$ cat src/rtl/fatlb_pkg.sv
// Shared constants, types and result layout for the FIFO-replacement fully associative TLB.
package fatlb_pkg;

  localparam int ENTRIES      = 8;
  localparam int ADDRESS_BITS = 32;
  localparam int OFFSET_BITS  = 12;

  localparam int VaWidth      = 32;
  localparam int PnWidth      = 20;
  localparam int PoWidth      = 12;
  localparam int SlotWidth    = 3;

  localparam int KeyBits   = (ADDRESS_BITS < VaWidth) ? ADDRESS_BITS : VaWidth;
  localparam int SlotBits  = (ENTRIES > 1) ? $clog2(ENTRIES) : 1;
  localparam int CountBits = $clog2(ENTRIES + 1);
  localparam int SumBits   = SlotBits + 1;

  localparam logic [63:0] OffsetMask64 =
    (OFFSET_BITS >= 64) ? {64{1'b1}} : ((64'd1 << OFFSET_BITS) - 64'd1);
  localparam logic [KeyBits-1:0] OffsetMask = OffsetMask64[KeyBits-1:0];

  typedef logic [KeyBits-1:0]   key_t;
  typedef logic [SlotBits-1:0]  slot_t;
  typedef logic [CountBits-1:0] count_t;

  typedef struct packed {
    logic  hit;
    slot_t slot;
    logic  evicted;
    key_t  evicted_address;
  } lookup_t;

  typedef struct packed {
    logic                 hit;
    logic [PnWidth-1:0]   page_number;
    logic [PoWidth-1:0]   page_offset;
    logic [SlotWidth-1:0] slot;
    logic                 evicted;
    logic [VaWidth-1:0]   evicted_address;
  } result_t;

endpackage

$ cat src/rtl/fatlb_if.sv
// Valid/ready channel interfaces for address requests and translation results.
interface fatlb_req_if;
  logic                             valid;
  logic                             ready;
  logic [fatlb_pkg::VaWidth-1:0]    virtual_address;

  modport source (output valid, output virtual_address, input ready);
  modport sink   (input valid, input virtual_address, output ready);
endinterface

interface fatlb_rsp_if;
  logic                             valid;
  logic                             ready;
  logic                             hit;
  logic [fatlb_pkg::PnWidth-1:0]    page_number;
  logic [fatlb_pkg::PoWidth-1:0]    page_offset;
  logic [fatlb_pkg::SlotWidth-1:0]  slot;
  logic                             evicted;
  logic [fatlb_pkg::VaWidth-1:0]    evicted_address;

  modport source (output valid, output hit, output page_number, output page_offset,
                  output slot, output evicted, output evicted_address, input ready);
  modport sink   (input valid, input hit, input page_number, input page_offset,
                  input slot, input evicted, input evicted_address, output ready);
endinterface

$ cat src/rtl/fifo_fully_associative_tlb.sv
// Fully associative TLB, 8 entries, FIFO replacement: one address per cycle unless the
// output stalls. An address passes the input register, a parallel compare of all entries
// that also updates the table, then the result register; the table needs no clearing pass.
module fifo_fully_associative_tlb (
  input  logic clk,
  input  logic rst,
  fatlb_req_if.sink   req,
  fatlb_rsp_if.source rsp
);
  import fatlb_pkg::*;

  logic    in_valid;
  key_t    in_key;
  logic    out_valid;
  result_t out_res;

  logic    advance;
  logic    process;
  lookup_t look;
  result_t res_next;

  assign advance   = !out_valid || rsp.ready;
  assign process   = in_valid && advance;
  assign req.ready = !in_valid || advance;

  fatlb_table u_table (
    .clk    (clk),
    .rst    (rst),
    .key    (in_key),
    .commit (process),
    .look   (look)
  );

  always_comb begin
    res_next.hit             = look.hit;
    res_next.page_number     = PnWidth'(in_key >> OFFSET_BITS);
    res_next.page_offset     = PoWidth'(in_key & OffsetMask);
    res_next.slot            = SlotWidth'(look.slot);
    res_next.evicted         = look.evicted;
    res_next.evicted_address = VaWidth'(look.evicted_address);
  end

  always_ff @(posedge clk) begin
    if (rst) begin
      in_valid  <= 1'b0;
      out_valid <= 1'b0;
    end else begin
      if (req.ready) begin
        in_valid <= req.valid;
      end
      if (advance) begin
        out_valid <= in_valid;
      end
    end
  end

  always_ff @(posedge clk) begin
    if (req.ready && req.valid) begin
      in_key <= KeyBits'(req.virtual_address);
    end
    if (process) begin
      out_res <= res_next;
    end
  end

  assign rsp.valid           = out_valid;
  assign rsp.hit             = out_res.hit;
  assign rsp.page_number     = out_res.page_number;
  assign rsp.page_offset     = out_res.page_offset;
  assign rsp.slot            = out_res.slot;
  assign rsp.evicted         = out_res.evicted;
  assign rsp.evicted_address = out_res.evicted_address;

endmodule

$ cat src/rtl/fatlb_table.sv
// Entry store with parallel match, FIFO insert pointer and eviction select.
module fatlb_table (
  input  logic               clk,
  input  logic               rst,
  input  fatlb_pkg::key_t    key,
  input  logic               commit,
  output fatlb_pkg::lookup_t look
);
  import fatlb_pkg::*;

  key_t               entry_address [ENTRIES];
  logic [ENTRIES-1:0] entry_valid;
  slot_t              oldest_slot;
  count_t             fill_count;

  logic [ENTRIES-1:0] match;
  logic               hit;
  slot_t              hit_slot;
  logic               full;
  logic [SumBits-1:0] free_sum;
  slot_t              free_slot;
  slot_t              ins_slot;
  slot_t              oldest_inc;

  always_comb begin
    hit_slot = '0;
    for (int i = ENTRIES - 1; i >= 0; i--) begin
      match[i] = entry_valid[i] && (entry_address[i] == key);
      if (match[i]) begin
        hit_slot = slot_t'(i);
      end
    end
  end

  assign hit  = |match;
  assign full = (fill_count == count_t'(ENTRIES));

  assign free_sum  = SumBits'(oldest_slot) + SumBits'(fill_count);
  assign free_slot = (free_sum >= SumBits'(ENTRIES)) ?
                     SlotBits'(free_sum - SumBits'(ENTRIES)) : SlotBits'(free_sum);
  assign ins_slot  = full ? oldest_slot : free_slot;
  assign oldest_inc = (oldest_slot == slot_t'(ENTRIES - 1)) ? '0 : oldest_slot + slot_t'(1);

  assign look.hit             = hit;
  assign look.slot            = hit ? hit_slot : ins_slot;
  assign look.evicted         = !hit && full;
  assign look.evicted_address = (!hit && full) ? entry_address[oldest_slot] : '0;

  always_ff @(posedge clk) begin
    if (rst) begin
      entry_valid <= '0;
      oldest_slot <= '0;
      fill_count  <= '0;
    end else if (commit && !hit) begin
      entry_valid[ins_slot] <= 1'b1;
      if (full) begin
        oldest_slot <= oldest_inc;
      end else begin
        fill_count <= fill_count + count_t'(1);
      end
    end
  end

  always_ff @(posedge clk) begin
    if (commit && !hit) begin
      entry_address[ins_slot] <= key;
    end
  end

endmodule
$ cat src/flat_wrapper.sv
// flat-port wrapper written by rule: the top's interface ports become plain ports
module fifo_fully_associative_tlb_flat import fatlb_pkg::*;
  (clk, rst, req_valid, req_virtual_address, req_ready, rsp_valid, rsp_hit, rsp_page_number, rsp_page_offset, rsp_slot, rsp_evicted, rsp_evicted_address, rsp_ready);
  fatlb_req_if req_i ();
  fatlb_rsp_if rsp_i ();
  input  logic clk;
  input  logic rst;
  input wire logic [$bits(req_i.valid)-1:0] req_valid;
  input wire logic [$bits(req_i.virtual_address)-1:0] req_virtual_address;
  output wire logic [$bits(req_i.ready)-1:0] req_ready;
  output wire logic [$bits(rsp_i.valid)-1:0] rsp_valid;
  output wire logic [$bits(rsp_i.hit)-1:0] rsp_hit;
  output wire logic [$bits(rsp_i.page_number)-1:0] rsp_page_number;
  output wire logic [$bits(rsp_i.page_offset)-1:0] rsp_page_offset;
  output wire logic [$bits(rsp_i.slot)-1:0] rsp_slot;
  output wire logic [$bits(rsp_i.evicted)-1:0] rsp_evicted;
  output wire logic [$bits(rsp_i.evicted_address)-1:0] rsp_evicted_address;
  input wire logic [$bits(rsp_i.ready)-1:0] rsp_ready;
  assign req_i.valid = req_valid;
  assign req_i.virtual_address = req_virtual_address;
  assign req_ready = req_i.ready;
  assign rsp_valid = rsp_i.valid;
  assign rsp_hit = rsp_i.hit;
  assign rsp_page_number = rsp_i.page_number;
  assign rsp_page_offset = rsp_i.page_offset;
  assign rsp_slot = rsp_i.slot;
  assign rsp_evicted = rsp_i.evicted;
  assign rsp_evicted_address = rsp_i.evicted_address;
  assign rsp_i.ready = rsp_ready;
  fifo_fully_associative_tlb u_core (.clk(clk), .rst(rst), .req(req_i), .rsp(rsp_i));
endmodule
$ cat config.mk
export PLATFORM = sky130hd
export DESIGN_NAME = fifo_fully_associative_tlb_flat
export DESIGN_NICKNAME = d
export VERILOG_FILES = /design/src/rtl/fatlb_pkg.sv /design/src/rtl/fatlb_if.sv /design/src/rtl/fifo_fully_associative_tlb.sv /design/src/rtl/fatlb_table.sv /design/src/flat_wrapper.sv
export SDC_FILE = /design/constraint.sdc
export NUM_CORES = 1
export LEC_CHECK = 0
export BUFFER_PORTS_ARGS = -buffer_cell sky130_fd_sc_hd__buf_2
export CORE_ASPECT_RATIO = 1.2
export CORE_MARGIN = 4
export CORE_UTILIZATION = 30
export DETAILED_ROUTE_END_ITERATION = 8
export PLACE_DENSITY_LB_ADDON = 0.2
export SETUP_SLACK_MARGIN = 0.4
export SKIP_CTS_REPAIR_TIMING = 1
export SYNTH_ARGS = -nofsm -noshare
export SYNTH_HDL_FRONTEND = slang
export SYNTH_SLANG_ARGS = --single-unit
$ cat constraint.sdc
create_clock -name clk -period 19.6 [get_ports clk]
set_input_delay 1.96 -clock clk [delete_from_list [all_inputs] [get_ports clk]]
set_output_delay 1.96 -clock clk [all_outputs]
set_load 0.03 [all_outputs]
==> results.md <==
* Status: completed
* Final min period at 4.65 ns
* Ys Warns at 0
* Clk buf depth at 3
* # diodes at 0
* Int Pwr at 1410 uW
* Number of flops mapped to enable cells by yosys at 357
* Post-route clock period utilization at 23.7%
* Row count at 94
* Ports at 107
* Final Hold Fails at 0
* Multi-input logic area at 0.00532 mm^2
* Drt drc at 0
* IO buf count at 106
* Clock root cell: clkbuf_16
* Slew at the pin closest to its max-slew limit at 0.932 ns
* Final WS setup at 14.95 ns
* Largest net degree at the start of global routing at 53
* Fin nets at 1164
* Commonest non-fill, non-tap cell in the layout: edfxtp_1
* P_leak at 0.00626 uW
* RSZ-0062 raised after global routing: false
* Die ar. at 0.0595 mm^2
* Clock network power share at 44.8%
* Register area at 0.0111 mm^2
* Global-route wire length before repair at 72.1 mm
* Clk slew on worst S/H paths at 0.06 ns
* Synthesized area at 0.0167 mm^2
* Syn Inst Count at 1011
* Layout area overhead at 16.2%
* Post-Syn Area per Cell at 16.5 um^2
* Setup TNS at 0 ns
* Filler Cell Count at 5166
* Avg Vias per Cell at 4.87
* Crit path kind: flop to flop
* Top FF cell, synth: edfxtp_1
* Via count at 9121
* Die Y at 266 um
* H-tree Lvls at 2
* Register share of total power at 50.3%
* NetSw at 418 uW
* Width of the die at 223 um
* Critical Path Sink Type: flop
* Seq/Total Area, Yosys at 66.2%
* Worst EP required at 19.83 ns
* Switching Share at 22.9%
* Startpoint types: flop
* Gate power share at 4.9%
* Initial Util at 30.4%
* Final Setup Violations at 0
* Max VDD drop at 0.0447 mV
* Syn nets at 1053
* Initial antenna violation count at 0
* R2R setup slack at 14.95 ns
* Total grt overflow at 0
* Vias in the first global route at 9479
* Post-DP HPWL at 35.2 mm
* WL/cell at 27.1 um
* Hold crit path type: flop to flop
* Total power per unit cell area at 94.2 mW/mm^2
* Dpl ws at 14.47 ns
* GRT Util Overall at 16.8%
* Share of layout cells above drive strength 1 at 23.6%
* Antenna-violating nets left at 0
* Sink Count at 374
* Headroom to the max-slew limit at 36.1%
* Worst-path fanout max at 18
* Clock Latency Late Sink at 0.56 ns
* Cell variety after synth at 38
* Post-synthesis register bit count at 374
* Detailed Route WL at 50.9 mm
* Highest clock rate at 215 MHz
* Final Max Slew Viols at 0
* RePlAce Congestion at 0.886
* DR pass1 iterations at 5
* Worst Skew at 0.0217 ns
* Core area at 0.0549 mm^2
* Crit path arrival time at 4.88 ns
* Starting DRT DRC Count at 589
* Max Cap Violations at 0
* Commonest cells after routing, fill and taps aside: 357 x edfxtp_1, 191 x xor2_1, 106 x buf_2, 67 x xnor2_1, 64 x mux4_2
* CTS tree: yes
* Post-synth ARST share at 0%
* Num CTS Buffers at 42
## cell usage after synthesis (all sizes together) (13+ instances only)
cell type,count,area [um^2]
edfxtp,357,10700
xor2,191,1670
xnor2,67,587
mux4,64,1440
nor2,47,176
nor4,47,294
buf,39,277
mux2i,34,340
nand4,23,144
clkbuf,20,75.1
dfxtp,17,340
nand2,15,56.3
nor3,14,70.1
nand3,13,65.1
## state kept, by name (all words and copies together), names as in the netlist
register and flops:
u_core.u_table.entry_address 256, u_core.in_key 32, u_core.rsp.evicted_address 32, u_core.rsp.page_number 20, u_core.rsp.page_offset 12, u_core.u_table.entry_valid 8, u_core.u_table.fill_count 4, u_core.rsp.slot 3
u_core.u_table.oldest_slot 3, u_core.in_valid 1, u_core.rsp.evicted 1, u_core.rsp.hit 1, u_core.rsp.valid 1
## per-layer routing
metal	up-vias	track usage [%]	wire length [um]	share of wire, %
li1	4070	-	-	-
met1	4786	22.0	21900	43
met2	206	29.1	25700	51
met3	59	2.69	1970	3.9
met4	0	4.37	1240	2.4
met5	-	0	0	0
## cell type report
cell class / count / share of cell area (%)
flip-flops and latches: 374 / 57.0
inverters: 9 / 0.174
well taps: 720 / 4.64
multi-input cells: 569 / 27.4
clock inverters: 25 / 1.68
repair buffers: 126 / 3.51
clock buffers: 50 / 5.57
## critical path, cell delays in order, from the launching register on
cell,delay (ns)
edfxtp_1,0.79
xor2_1,0.43
nor4_1,0.22
nand4_1,0.18
nor4_1,0.11
or4_4,0.53
nor3b_1,0.62
nand2_1,0.40
nor2_4,0.58
buf_4,0.41
## path summary, 6_finish.rpt
check	start	end	cells past startpoint
hold reg to reg	u_core.u_table.entry_valid[1]$_SDFFE_PP0P_	u_core.u_table.entry_valid[1]$_SDFFE_PP0P_	2
hold / removal	u_core.u_table.entry_valid[1]$_SDFFE_PP0P_	u_core.u_table.entry_valid[1]$_SDFFE_PP0P_	2
setup reg to reg	u_core.in_key[28]$_DFFE_PP_	u_core.u_table.entry_address[0][18]$_DFFE_PP_	9
setup / recovery	u_core.in_key[28]$_DFFE_PP_	u_core.u_table.entry_address[0][18]$_DFFE_PP_	9
## cell families (layout without fill, tap and decap cells)
family | after synthesis | after routing | synth area share (%)
flip-flops | 374 | 374 | 66.2
XOR/XNOR | 258 | 258 | 13.5
AND/OR/NAND/NOR | 177 | 177 | 5.62
multiplexers | 99 | 99 | 10.7
buffers and inverters | 68 | 210 | 2.31
AO/OA/AOI/OAI | 29 | 29 | 1.09
adder cells (fa/ha/maj) | 6 | 6 | 0.494
## power groups by stage
stage                     Combinational [uW]  Sequential, uW  Clock [uW]
after detailed placement                91.2             937           0
after global placement                  91.5             937           0
after global routing                    94.5             923         877
after floorplan                         51.7             933           0
after CTS                               91.6             920         842
final                                   89.5             920         819
## through the flow
| stage | hold slack, ns | std cells | instance area (um^2) | util, % | total power, uW |
|---|---|---|---|---|---|
| global route | 0.484 | 1873 | 19400 | 35.3 | 1890 |
| detailed placement | 0.447 | 1798 | 18000 | 32.8 | 1030 |
| global placement | 0.447 | 1798 | 18000 | 32.8 | 1030 |
| finish | 0.461 | 1873 | 19400 | 35.3 | 1830 |
| CTS | 0.459 | 1873 | 19400 | 35.3 | 1850 |
| floorplan | 0.434 | 1011 | 16700 | - | 984 |
Note: power is estimated with default switching activity, not from simulation.
